**src/hdl/brfd_pkg.sv**
```systemverilog
// ----------------------------------------------------------------------------
// brfd_pkg
// Shared types and constants for the byte ring FIFO with discard.
// ----------------------------------------------------------------------------
package brfd_pkg;

    localparam int DEPTH_DEF = 64;
    localparam int CNT_W     = 7;
    localparam int LEN_W     = 7;
    localparam int BYTE_W    = 8;
    localparam int ACT_W     = 3;
    localparam int ST_W      = 2;
    localparam int ALU_W     = 8;

    localparam logic [ACT_W-1:0] ACT_PUSH     = 3'd0;
    localparam logic [ACT_W-1:0] ACT_POP      = 3'd1;
    localparam logic [ACT_W-1:0] ACT_RD_EXACT = 3'd2;
    localparam logic [ACT_W-1:0] ACT_RD_UPTO  = 3'd3;
    localparam logic [ACT_W-1:0] ACT_DISC_HD  = 3'd4;
    localparam logic [ACT_W-1:0] ACT_DISC_TL  = 3'd5;
    localparam logic [ACT_W-1:0] ACT_BURST    = 3'd6;

    localparam logic [ST_W-1:0] ST_OK      = 2'd0;
    localparam logic [ST_W-1:0] ST_NOSPACE = 2'd1;
    localparam logic [ST_W-1:0] ST_RANGE   = 2'd2;

    typedef struct packed {
        logic [ALU_W-1:0] a;
        logic [ALU_W-1:0] b;
        logic             sub;
    } alu_req_t;

    typedef struct packed {
        logic [ALU_W-1:0] res;
        logic             borrow;
    } alu_rsp_t;

endpackage

```
**src/hdl/brfd_ram.sv**
```systemverilog
// ----------------------------------------------------------------------------
// brfd_ram
// Generic single-write, single-read RAM with registered read data.
// ----------------------------------------------------------------------------
module brfd_ram #(
    parameter int WIDTH = 8,
    parameter int DEPTH = 64
) (
    input  logic                     clk,
    input  logic                     we,
    input  logic [$clog2(DEPTH)-1:0] waddr,
    input  logic [WIDTH-1:0]         wdata,
    input  logic                     re,
    input  logic [$clog2(DEPTH)-1:0] raddr,
    output logic [WIDTH-1:0]         rdata
);

    logic [WIDTH-1:0] mem [DEPTH];

    always_ff @(posedge clk)
    begin
        if (we)
        begin
            mem[waddr] <= wdata;
        end
        if (re)
        begin
            rdata <= mem[raddr];
        end
    end

endmodule

```
**src/hdl/brfd_alu.sv**
```systemverilog
// ----------------------------------------------------------------------------
// brfd_alu
// Shared add/subtract unit: all length compares and the discard position moves use it.
// ----------------------------------------------------------------------------
module brfd_alu (
    input  brfd_pkg::alu_req_t req,
    output brfd_pkg::alu_rsp_t rsp
);

    logic [brfd_pkg::ALU_W:0] sum;

    always_comb
    begin
        if (req.sub)
        begin
            sum = {1'b0, req.a} - {1'b0, req.b};
        end
        else
        begin
            sum = {1'b0, req.a} + {1'b0, req.b};
        end
        rsp.res    = sum[brfd_pkg::ALU_W-1:0];
        // borrow on subtract means b > a
        rsp.borrow = req.sub & sum[brfd_pkg::ALU_W];
    end

endmodule

```
**src/hdl/byte_ring_fifo_with_discard_core.sv**
```systemverilog
// ----------------------------------------------------------------------------
// byte_ring_fifo_with_discard_core
// Byte FIFO in a power-of-two ring with read, discard and burst write actions.
// ----------------------------------------------------------------------------
// Usage:
//   Input channel (in_valid/in_ready) carries one action per transaction:
//   push, pop, read exact, read up to, discard head/tail, burst write byte.
//   Output channel (out_valid/out_ready) returns one result per byte read,
//   or one result for any other action; last marks the final result.
//   Every result carries status and the fill/free counts after it.
// Sequencing:
//   in_ready is high only while the sequencer is idle. An item that reads
//   no byte goes from the check state to the response state, which loads
//   the output register; an in-range discard passes the adjust state between,
//   where the shared adder moves a position, and a burst item the burst state.
//   A read passes the check state, then an issue and a wait state per byte,
//   set by the single registered RAM read port feeding the output register.
// Stall:
//   A result waits in the output register while out_ready is low; the
//   sequencer holds until that register is free again.
// Reset:
//   rst_n clears positions, counts and burst state; the RAM is not cleared
//   and needs no clearing pass.
// ----------------------------------------------------------------------------
module byte_ring_fifo_with_discard_core #(
    parameter int DEPTH = brfd_pkg::DEPTH_DEF
) (
    input  logic                          clk,
    input  logic                          rst_n,
    input  logic                          in_valid,
    output logic                          in_ready,
    input  logic [brfd_pkg::ACT_W-1:0]    action,
    input  logic [brfd_pkg::BYTE_W-1:0]   data_byte,
    input  logic [brfd_pkg::LEN_W-1:0]    length,
    input  logic                          burst_first,
    output logic                          out_valid,
    input  logic                          out_ready,
    output logic [brfd_pkg::BYTE_W-1:0]   read_byte,
    output logic [brfd_pkg::ST_W-1:0]     status,
    output logic [brfd_pkg::CNT_W-1:0]    fill_count,
    output logic [brfd_pkg::CNT_W-1:0]    free_count,
    output logic                          last
);

    localparam int PTR_W = $clog2(DEPTH);
    localparam int CW    = brfd_pkg::CNT_W;
    localparam int AW    = brfd_pkg::ALU_W;
    localparam logic [CW-1:0] DEPTH_C = CW'(DEPTH);

    localparam logic [2:0] S_IDLE     = 3'd0;
    localparam logic [2:0] S_CHECK    = 3'd1;
    localparam logic [2:0] S_BURST    = 3'd2;
    localparam logic [2:0] S_ADJ      = 3'd3;
    localparam logic [2:0] S_RESP     = 3'd4;
    localparam logic [2:0] S_RD_ISSUE = 3'd5;
    localparam logic [2:0] S_RD_WAIT  = 3'd6;

    logic [2:0]                  state_reg, state_next;
    logic [PTR_W-1:0]            rd_pos_reg, rd_pos_next;
    logic [PTR_W-1:0]            wr_pos_reg, wr_pos_next;
    logic [CW-1:0]               held_reg, held_next;
    logic [brfd_pkg::LEN_W-1:0]  left_reg, left_next;
    logic                        acc_reg, acc_next;
    logic [brfd_pkg::ACT_W-1:0]  act_reg, act_next;
    logic [brfd_pkg::BYTE_W-1:0] data_reg, data_next;
    logic [brfd_pkg::LEN_W-1:0]  len_reg, len_next;
    logic                        first_reg, first_next;
    logic [CW-1:0]               n_reg, n_next;
    logic [brfd_pkg::ST_W-1:0]   st_reg, st_next;

    logic                        ov_reg, ov_next;
    logic [brfd_pkg::BYTE_W-1:0] ob_reg, ob_next;
    logic [brfd_pkg::ST_W-1:0]   os_reg, os_next;
    logic [CW-1:0]               of_reg, of_next;
    logic                        ol_reg, ol_next;

    brfd_pkg::alu_req_t          alu_req;
    brfd_pkg::alu_rsp_t          alu_rsp;

    logic                        ram_we;
    logic                        ram_re;
    logic [brfd_pkg::BYTE_W-1:0] ram_rdata;

    logic                        in_acc;
    logic                        slot_free;
    logic                        full;
    logic [CW-1:0]               free_cnt;
    logic [CW-1:0]               held_dec;

    assign in_ready  = (state_reg == S_IDLE);
    assign in_acc    = in_valid & in_ready;
    assign slot_free = ~ov_reg | out_ready;
    assign full      = (held_reg == DEPTH_C);
    assign free_cnt  = DEPTH_C - held_reg;
    assign held_dec  = held_reg - CW'(1);

    brfd_alu u_alu (
        .req (alu_req),
        .rsp (alu_rsp)
    );

    brfd_ram #(
        .WIDTH (brfd_pkg::BYTE_W),
        .DEPTH (DEPTH)
    ) u_ram (
        .clk   (clk),
        .we    (ram_we),
        .waddr (wr_pos_reg),
        .wdata (data_reg),
        .re    (ram_re),
        .raddr (rd_pos_reg),
        .rdata (ram_rdata)
    );

    // operand select for the shared adder
    always_comb
    begin
        alu_req.a   = AW'(held_reg);
        alu_req.b   = AW'(len_reg);
        alu_req.sub = 1'b1;
        case (state_reg)
            S_CHECK:
            begin
                if (act_reg == brfd_pkg::ACT_BURST)
                begin
                    alu_req.a = AW'(free_cnt);
                end
            end
            S_ADJ:
            begin
                if (act_reg == brfd_pkg::ACT_DISC_HD)
                begin
                    alu_req.a   = AW'(rd_pos_reg);
                    alu_req.sub = 1'b0;
                end
                else
                begin
                    alu_req.a = AW'(wr_pos_reg);
                end
            end
            default:
            begin
                alu_req.a = AW'(held_reg);
            end
        endcase
    end

    always_comb
    begin
        state_next  = state_reg;
        rd_pos_next = rd_pos_reg;
        wr_pos_next = wr_pos_reg;
        held_next   = held_reg;
        left_next   = left_reg;
        acc_next    = acc_reg;
        act_next    = act_reg;
        data_next   = data_reg;
        len_next    = len_reg;
        first_next  = first_reg;
        n_next      = n_reg;
        st_next     = st_reg;
        ov_next     = ov_reg & ~out_ready;
        ob_next     = ob_reg;
        os_next     = os_reg;
        of_next     = of_reg;
        ol_next     = ol_reg;
        ram_we      = 1'b0;
        ram_re      = 1'b0;

        case (state_reg)
            S_IDLE:
            begin
                if (in_acc)
                begin
                    act_next   = action;
                    data_next  = data_byte;
                    len_next   = length;
                    first_next = burst_first;
                    state_next = S_CHECK;
                end
            end
            S_CHECK:
            begin
                state_next = S_RESP;
                st_next    = brfd_pkg::ST_OK;
                case (act_reg)
                    brfd_pkg::ACT_PUSH:
                    begin
                        if (full)
                        begin
                            st_next = brfd_pkg::ST_NOSPACE;
                        end
                        else
                        begin
                            ram_we      = 1'b1;
                            wr_pos_next = wr_pos_reg + PTR_W'(1);
                            held_next   = held_reg + CW'(1);
                        end
                    end
                    brfd_pkg::ACT_POP:
                    begin
                        if (held_reg != '0)
                        begin
                            n_next     = CW'(1);
                            state_next = S_RD_ISSUE;
                        end
                    end
                    brfd_pkg::ACT_RD_EXACT:
                    begin
                        if (alu_rsp.borrow)
                        begin
                            st_next = brfd_pkg::ST_RANGE;
                        end
                        else if (len_reg != '0)
                        begin
                            n_next     = CW'(len_reg);
                            state_next = S_RD_ISSUE;
                        end
                    end
                    brfd_pkg::ACT_RD_UPTO:
                    begin
                        if (alu_rsp.borrow)
                        begin
                            n_next = held_reg;
                            if (held_reg != '0)
                            begin
                                state_next = S_RD_ISSUE;
                            end
                        end
                        else
                        begin
                            n_next = CW'(len_reg);
                            if (len_reg != '0)
                            begin
                                state_next = S_RD_ISSUE;
                            end
                        end
                    end
                    brfd_pkg::ACT_DISC_HD, brfd_pkg::ACT_DISC_TL:
                    begin
                        if (alu_rsp.borrow)
                        begin
                            st_next = brfd_pkg::ST_RANGE;
                        end
                        else
                        begin
                            held_next  = alu_rsp.res[CW-1:0];
                            state_next = S_ADJ;
                        end
                    end
                    brfd_pkg::ACT_BURST:
                    begin
                        if (first_reg)
                        begin
                            left_next = len_reg;
                            acc_next  = ~alu_rsp.borrow;
                        end
                        state_next = S_BURST;
                    end
                    default:
                    begin
                        st_next = brfd_pkg::ST_RANGE;
                    end
                endcase
            end
            S_BURST:
            begin
                state_next = S_RESP;
                if (first_reg && !acc_reg)
                begin
                    // rejected burst: first byte still counts against the length
                    if (left_reg != '0)
                    begin
                        left_next = left_reg - brfd_pkg::LEN_W'(1);
                    end
                    st_next = brfd_pkg::ST_NOSPACE;
                end
                else if (first_reg && left_reg == '0)
                begin
                    st_next = brfd_pkg::ST_OK;
                end
                else if (left_reg == '0)
                begin
                    st_next = brfd_pkg::ST_RANGE;
                end
                else
                begin
                    left_next = left_reg - brfd_pkg::LEN_W'(1);
                    if (acc_reg && !full)
                    begin
                        ram_we      = 1'b1;
                        wr_pos_next = wr_pos_reg + PTR_W'(1);
                        held_next   = held_reg + CW'(1);
                        st_next     = brfd_pkg::ST_OK;
                    end
                    else
                    begin
                        st_next = brfd_pkg::ST_NOSPACE;
                    end
                end
            end
            S_ADJ:
            begin
                if (act_reg == brfd_pkg::ACT_DISC_HD)
                begin
                    rd_pos_next = alu_rsp.res[PTR_W-1:0];
                end
                else
                begin
                    wr_pos_next = alu_rsp.res[PTR_W-1:0];
                end
                state_next = S_RESP;
            end
            S_RESP:
            begin
                if (slot_free)
                begin
                    ov_next    = 1'b1;
                    ob_next    = '0;
                    os_next    = st_reg;
                    of_next    = held_reg;
                    ol_next    = 1'b1;
                    state_next = S_IDLE;
                end
            end
            S_RD_ISSUE:
            begin
                ram_re     = 1'b1;
                state_next = S_RD_WAIT;
            end
            S_RD_WAIT:
            begin
                if (slot_free)
                begin
                    ov_next     = 1'b1;
                    ob_next     = ram_rdata;
                    os_next     = brfd_pkg::ST_OK;
                    of_next     = held_dec;
                    ol_next     = (n_reg == CW'(1));
                    rd_pos_next = rd_pos_reg + PTR_W'(1);
                    held_next   = held_dec;
                    n_next      = n_reg - CW'(1);
                    state_next  = (n_reg == CW'(1)) ? S_IDLE : S_RD_ISSUE;
                end
            end
            default:
            begin
                state_next = S_IDLE;
            end
        endcase
    end

    always_ff @(posedge clk or negedge rst_n)
    begin
        if (!rst_n)
        begin
            state_reg  <= S_IDLE;
            rd_pos_reg <= '0;
            wr_pos_reg <= '0;
            held_reg   <= '0;
            left_reg   <= '0;
            acc_reg    <= 1'b0;
            ov_reg     <= 1'b0;
        end
        else
        begin
            state_reg  <= state_next;
            rd_pos_reg <= rd_pos_next;
            wr_pos_reg <= wr_pos_next;
            held_reg   <= held_next;
            left_reg   <= left_next;
            acc_reg    <= acc_next;
            ov_reg     <= ov_next;
        end
    end

    always_ff @(posedge clk)
    begin
        act_reg   <= act_next;
        data_reg  <= data_next;
        len_reg   <= len_next;
        first_reg <= first_next;
        n_reg     <= n_next;
        st_reg    <= st_next;
        ob_reg    <= ob_next;
        os_reg    <= os_next;
        of_reg    <= of_next;
        ol_reg    <= ol_next;
    end

    assign out_valid  = ov_reg;
    assign read_byte  = ob_reg;
    assign status     = os_reg;
    assign fill_count = of_reg;
    assign free_count = DEPTH_C - of_reg;
    assign last       = ol_reg;

`ifndef SYNTHESIS
    a_held_bound: assert property (@(posedge clk) disable iff (!rst_n)
        held_reg <= DEPTH_C)
        else $error("held count above ring depth");

    a_ring_consistent: assert property (@(posedge clk) disable iff (!rst_n)
        (state_reg == S_IDLE) |->
            (PTR_W'(rd_pos_reg + held_reg[PTR_W-1:0]) == wr_pos_reg))
        else $error("read position plus held count does not reach write position");

    a_busy_after_accept: assert property (@(posedge clk) disable iff (!rst_n)
        in_acc |=> !in_ready)
        else $error("sequencer ready right after taking an item");

    a_counts_sum: assert property (@(posedge clk) disable iff (!rst_n)
        out_valid |-> (CW'(fill_count + free_count) == DEPTH_C))
        else $error("fill and free counts do not add up to depth");

    a_read_no_write: assert property (@(posedge clk) disable iff (!rst_n)
        ram_re |-> !ram_we)
        else $error("RAM read and write issued in the same cycle");
`endif

endmodule

```
**config.mk**
```make
export PLATFORM = sky130hd
export DESIGN_NAME = byte_ring_fifo_with_discard_core
export DESIGN_NICKNAME = d
export VERILOG_FILES = /design/src/hdl/brfd_pkg.sv /design/src/hdl/brfd_ram.sv /design/src/hdl/brfd_alu.sv /design/src/hdl/byte_ring_fifo_with_discard_core.sv
export SDC_FILE = /design/constraint.sdc
export NUM_CORES = 1
export LEC_CHECK = 0
export BUFFER_PORTS_ARGS = -buffer_cell sky130_fd_sc_hd__buf_4
export CORE_MARGIN = 2
export CORE_UTILIZATION = 50
export DETAILED_ROUTE_END_ITERATION = 8
export PLACE_DENSITY = 0.63
export SETUP_SLACK_MARGIN = 0.1
export SLEW_MARGIN = 25
export SYNTH_ARGS = -nofsm -noshare
export SYNTH_HDL_FRONTEND = slang
export SYNTH_SLANG_ARGS = --single-unit
```
**constraint.sdc**
```tcl
create_clock -name clk -period 5.7 [get_ports clk]
set_input_delay 0.57 -clock clk [delete_from_list [all_inputs] [get_ports clk]]
set_output_delay 0.57 -clock clk [all_outputs]
set_load 0.01 [all_outputs]
```
**Word-level counts from Yosys, hierarchy flattened**

Memory sizes are Yosys's and may differ from the RTL's. A register that Yosys moved wholly into a read port is not among the register bits.
Cells that the tools add are included.

- Input bits: 23
- RAM bits: 512
- Memories kept: 1
- Word-level logic and storage cells: 185
- Flip-flop bits (word level): 77

Memories:

| name | words | width | read ports | clocked after Yosys merged registers in | write ports | RTL line | text |
|---|---|---|---|---|---|---|---|
| u_ram.mem | 64 | 8 | 1 | 1 | 1 | brfd_ram.sv:18 | `logic [WIDTH-1:0] mem [DEPTH];` |

- Multiplexer cells: 82
- Reduce and logical (&&, ||, !) cells: 31
- Bitwise gates (word level): 7
- Equal/unequal tests: 37
- Add/subtract/negate cells: 10

Operators by type and width:

| kind | number |
|---|---|
| $mux W7 | 20 |
| $mux W6 | 10 |
| $pmux W7 S2 | 4 |
| $pmux W7 S3 | 2 |
| $pmux W8 S2 | 2 |
| $ne A3 B3 Y1 const B | 8 |
| $ne A2 B2 Y1 const B | 11 |
| $reduce_bool A7 Y1 | 3 |
| $sub A7 B1 Y7 const B | 3 |
| $mux W1 | 20 |
| $eq A3 B3 Y1 const B | 6 |
| $mux W3 | 6 |
| $pmux W3 S6 | 1 |
| $pmux W6 S3 | 1 |
| $mux W8 | 2 |
| $pmux W3 S5 | 1 |
| $sub A7 B7 Y7 const A | 2 |
| $add A6 B1 Y6 const B | 2 |
| $eq A3 B2 Y1 const B | 4 |
| $mux W2 | 6 |
| $pmux W6 S2 | 1 |
| $reduce_and A3 Y1 | 4 |
| $reduce_and A6 Y1 | 2 |
| $add A8 B7 Y9 | 1 |
| other kinds (26) | 45 |

**Logic depth before layout (Yosys ltp)**

- Depth after elaboration: 10
- Depth in mapped cells: 17

**Modules after synthesis**

A second synthesis with hierarchy kept.

- Cells, all modules: 1,519
- Area, all modules: 25,344.3 µm²

By module, submodules not included:

| module | area an instance (µm²) | times used | cells an instance |
|---|---|---|---|
| brfd_ram | 20,270.7 | 1 | 972 |
| byte_ring_fifo_with_discard_core | 4,581.9 | 1 | 477 |
| brfd_alu | 491.7 | 1 | 70 |

**Worst setup path after synthesis**

Ideal clock, no wire load.

- Path kind: reg-to-reg
- From: register state_reg[1]
- To: register n_reg[5] (data pin)
- Arrival: 3.530 ns
- Library setup time: 0.261 ns
- Data required time: 5.439 ns
- Path buffers: 2
- Period minus slack after synthesis: 3.791 ns
- Stages on the path, launching flop included: 14
- Setup slack: 1.909 ns
- Cells stage by stage: dfrtp_1 > or3b_1 > buf_2 > or3_1 > o32a_1 > o21ai_0 > ha_1 > and2_4 > a221o_1 > o21a_2 > or3_1 > buf_6 > and3_1 > a311o_1

- Longest elaborated chain between the ends: 8

Ends and longest elaborated chain:

| element | RTL line | text |
|---|---|---|
| from (decl) | byte_ring_fifo_with_discard_core.sv:58 | `logic [2:0] state_reg, state_next;` |
| from (signal assigned) | byte_ring_fifo_with_discard_core.sv:367 | `state_reg <= state_next;` |
| $eq A3 B2 Y1 or $eq A3 B1 Y1 (tied branches) | byte_ring_fifo_with_discard_core.sv:121, byte_ring_fifo_with_discard_core.sv:170 |  |
| $pmux W8 S2 | byte_ring_fifo_with_discard_core.sv:121 | `case (state_reg)` |
| $add A8 B7 Y9 or $sub A8 B7 Y9 (tied branches) | brfd_alu.sv:20, brfd_alu.sv:16 |  |
| $mux W9 | brfd_alu.sv:14 | `if (req.sub)` |
| $and A1 B1 Y1 | brfd_alu.sv:24 | `rsp.borrow = req.sub & sum[brfd_pkg::ALU_W];` |
| $mux W7 | byte_ring_fifo_with_discard_core.sv:222 | `if (alu_rsp.borrow)` |
| $pmux W7 S3 | byte_ring_fifo_with_discard_core.sv:186 | `case (act_reg)` |
| $pmux W7 S2 * | byte_ring_fifo_with_discard_core.sv:170 | `case (state_reg)` |
| named net n_next[5] | byte_ring_fifo_with_discard_core.sv:68 | `logic [CW-1:0] n_reg, n_next;` |
| to (signal assigned) | byte_ring_fifo_with_discard_core.sv:383 | `n_reg <= n_next;` |
| to (decl) | byte_ring_fifo_with_discard_core.sv:68 |  |

The timed path passes the listed nets; every way through them passes the cells marked *.
A chain may end at the register's enable or synchronous reset.

**Final worst setup path**

- From: register state_reg[2]
- To: register held_reg[4]

- Longest elaborated chain between the ends: 7

Ends and longest elaborated chain:

| element | RTL line | text |
|---|---|---|
| $eq A3 B2 Y1 or $eq A3 B1 Y1 (tied branches) | byte_ring_fifo_with_discard_core.sv:121, byte_ring_fifo_with_discard_core.sv:170 |  |
| $pmux W8 S2 | byte_ring_fifo_with_discard_core.sv:121 |  |
| $add A8 B7 Y9 or $sub A8 B7 Y9 (tied branches) | brfd_alu.sv:20, brfd_alu.sv:16 |  |
| $mux W9 | brfd_alu.sv:14 |  |
| $and A1 B1 Y1 or $mux W7 (tied branches) | brfd_alu.sv:24, byte_ring_fifo_with_discard_core.sv:241 |  |
| $ne A3 B3 Y1 (no line) or $pmux W7 S2 (tied branches) | -- |  |
| $reduce_and A9 Y1 (no line) or $pmux W7 S3 (tied branches) | -- |  |
| to (signal assigned) | byte_ring_fifo_with_discard_core.sv:370 | `held_reg <= held_next;` |
| to (decl) | byte_ring_fifo_with_discard_core.sv:61 | `logic [CW-1:0] held_reg, held_next;` |

Several ways; a longest one is shown, not always the timed one. The select of a mux whose other input is x is not followed.

==> reports/summary.txt <==
Critical hold path startpoint: length[4]
Period utilization: 0.772
Mapped Area: 0.0251 mm²
Startpoint type of the worst setup path: flip-flop
Endpoint of the worst hold path: len_reg[4]
Number of inserted diodes: 0
Worst slew pin tran: 1.04 ns
Routed len/inst: 26.2 µm
Final worst clock skew: 0.0244 ns
Cell area after layout: 0.0283 mm²
Final HPWL DP: 37.1 mm
Clock tree root driver cell: clkbuf_16
Launching element of the worst setup path: state_reg[2]
Max-cap check violation count: 0
IO Count: 50
Core ar.: 0.0499 mm²
Inserted Clock Buffers: 59
Final Hold Fails: 0
Critical R2R Capture: held_reg[4]
Number of placed instances, taps included: 2,182
Starting DRT DRC Count: 1,562
Power per Cell Area: 488 mW/mm²
Minimum setup slack among reg-to-reg paths: 1.30 ns
Register name with the most flops: u_ram.mem
H-tree level count: 2
Cell area reported after detailed placement: 0.0262 mm²
Proportion of layout cells with a drive suffix above 1: 0.176
Clock period minus final worst setup slack: 4.40 ns
Overall Global Routing Usage: 0.233
Die outline height: 228 µm
Chain of cells forming the critical path: or3b_1 -> nor4_1 -> nor2_1 -> mux2i_1 -> o21ai_0 -> ha_1 -> and2_4 -> a221o_1 -> o21a_2 -> o211ai_1 -> o41ai_1 -> a22o_1
Max_slew headroom: 0.304
Most common flop cell mapped by yosys: edfxtp_1
Syn Area/Cell: 16.5 µm²
Total via count in the routed design: 14,052
CTS tree: yes
Reg clk slew, reported paths: 0.06 ns
Total nets after synthesis: 1,559
RSZ-0062 raised after global routing: no
Overall routed net length: 60.2 mm
First-pass iteration count of the detailed router: 7
CP max stage cell: o211ai_1
Clk sinks: 597
Worst Path Class, Setup: flip-flop to flip-flop
Count of nets left with antenna violations after detail routing: 0
Fin. max-slew vios: 0
Post-synthesis cell count: 1,517
Maximum number of pins on one net before global-route repair: 65
Fillcell total: 3,869
Maximum clock frequency: 227 MHz
Total overflow reported by the global router: 0
Max FFs per register: 512
Latest clock arrival within the worst-skew pair: 0.64 ns
Count of placed standard cells in the final layout, fillers left out: 2,294
Register-to-Register Path Depth: 12
Kind of path behind the tightest hold check: input port to flip-flop
Number of global-route vias before repair: 13,841
Clock Path Buffers: 3
Residual DRC: 0
Post-CTS resize count: 0
Synth cell types: 77
Starting Density: 0.503
Buffer and inverter count on the worst path: 0
Result of the run: complete, no violations
Fraction of the yosys area taken by sequential cells: 0.708
Max VDD drop: 0.325 mV
IO buf count: 49
Drt via density: 6.13
Leakage power: 9.47 nW
Antenna violations before repair: 1
Maximum single-stage delay on the critical path: 0.79 ns
Hold Path Depth: 1
Critical path capture point type: flip-flop
Setup_tns: 0 ns
Final Setup Violations: 0
Post-CTS Hold Buffers: 1
Synthesis-to-layout area growth: 12.7%
Largest fanout of any net on the critical path: 14
Critical Path AT: 4.91 ns
Routability congestion estimate: 0.907
First-pass GRT wire length: 90.2 mm
Total of flip-flops plus latches after synthesis: 597
Async set-reset flop share out of synthesis: 0.0519
Data required time at the worst endpoint: 6.21 ns
Number of flops mapped to enable cells by yosys: 566
Number of synthesis warnings: 0
Cell family with the largest share of critical-path delay: compound AO/OA/AOI/OAI gates
Post-CTS Setup Inserts: 0
Die Wd: 228 µm
Nets: 1,615
Floorplan die area: 0.0520 mm²
R2R Path Start: state_reg[2]
Rows: 82
## cell families (layout without fill, tap and decap cells)
family	after synthesis	count (layout)	synth area share
buffers and inverters	107	212	0.0189
DFF	597	597	0.708
adders and majority gates	19	19	0.00977
and+or+nand+nor	351	351	0.0679
AOI/OAI and AO/OA	235	235	0.0645
muxes	182	182	0.122
xor gates and xnor gates	26	26	0.00908
## metal layers
metal  wire [µm]  vias up  GRT usage
met5          13        -          0
met4        1680        2     0.0696
li1            -     6171          -
met2       27900      512      0.359
met3        4310      117     0.0466
met1       26300     7250      0.340
## stage by stage
| stage | total power [mW] | worst slack (ns) | utilization | hold WS, ns |
|---|---|---|---|---|
| floorplan | 8.27 | 1.91 | - | 0.274 |
| global placement | 9.65 | 1.41 | 0.525 | 0.492 |
| detailed placement | 9.70 | 1.31 | 0.525 | 0.503 |
| CTS | 13.9 | 1.34 | 0.567 | 0.0782 |
| global route | 14.4 | 1.05 | 0.567 | 0.0821 |
| finish | 13.8 | 1.30 | 0.567 | 0.116 |
## cell usage in the layout (no fill, tap or decap), types with 9 or more instances in the layout
cell type	instances
edfxtp_1	566
nor2_1	120
mux4_2	98
mux2i_1	83
nand2_1	79
buf_4	77
clkbuf_16	59
o21ai_0	44
a21oi_1	40
dfrtp_1	29
o22ai_1	28
nand3_1	24
inv_1	20
nor2b_1	20
nor3_1	18
ha_1	18
xnor2_1	16
a22oi_1	16
clkinv_1	16
nand2b_1	14
nor4_1	14
a2111oi_0	14
bufinv_16	14
and2_1	12
a211oi_1	12
or3_1	11
xor2_1	10
nand3b_1	9
o221ai_1	9
clkbuf_1	9
## synth_stat cells (all sizes together), types with 24 or more instances
cell type	number	share of area
a21oi	40	0.0080
buf	36	0.0083
clkbuf	50	0.0075
dfrtp	31	0.031
edfxtp	566	0.68
mux2i	83	0.033
mux4	98	0.088
nand2	79	0.012
nand3	24	0.0048
nor2	121	0.018
o21ai	47	0.0094
o22ai	28	0.0070
## worst max-delay path by stage
stage | cells past startpoint | end | slack (ns)
finish | 12 | held_reg[4] | 1.30
floorplan | 13 | n_reg[5] | 1.91
detailed placement | 12 | held_reg[4] | 1.31
CTS | 12 | held_reg[4] | 1.34
global route | 12 | held_reg[4] | 1.05
global placement | 12 | held_reg[4] | 1.41
## layout make-up
cell class	count	area, µm²	share of cell area
Sequential cell	597	17800	0.629
Multi-Input combinational cell	813	6840	0.242
Clock buffer	68	1510	0.0534
Tap cell	672	841	0.0297
Timing Repair Buffer	81	633	0.0224
Clock inverter	42	579	0.0205
Inverter	21	78.8	0.00279
## worst register-to-register path, stage by stage, from the launching register on
cell and delay, ns:
dfrtp_1 0.53, or3b_1 0.60, nor4_1 0.49, nor2_1 0.08
mux2i_1 0.13, o21ai_0 0.10, ha_1 0.36, and2_4 0.18
a221o_1 0.33, o21a_2 0.29, o211ai_1 0.79, o41ai_1 0.18
a22o_1 0.23
## where the power goes
group	internal, mW	switching [mW]
combinational	1.52	2.36
sequential	5.27	0.472
clock	2.53	1.64
total	9.32	4.47
No activity file was read; power rests on OpenSTA's default activity.
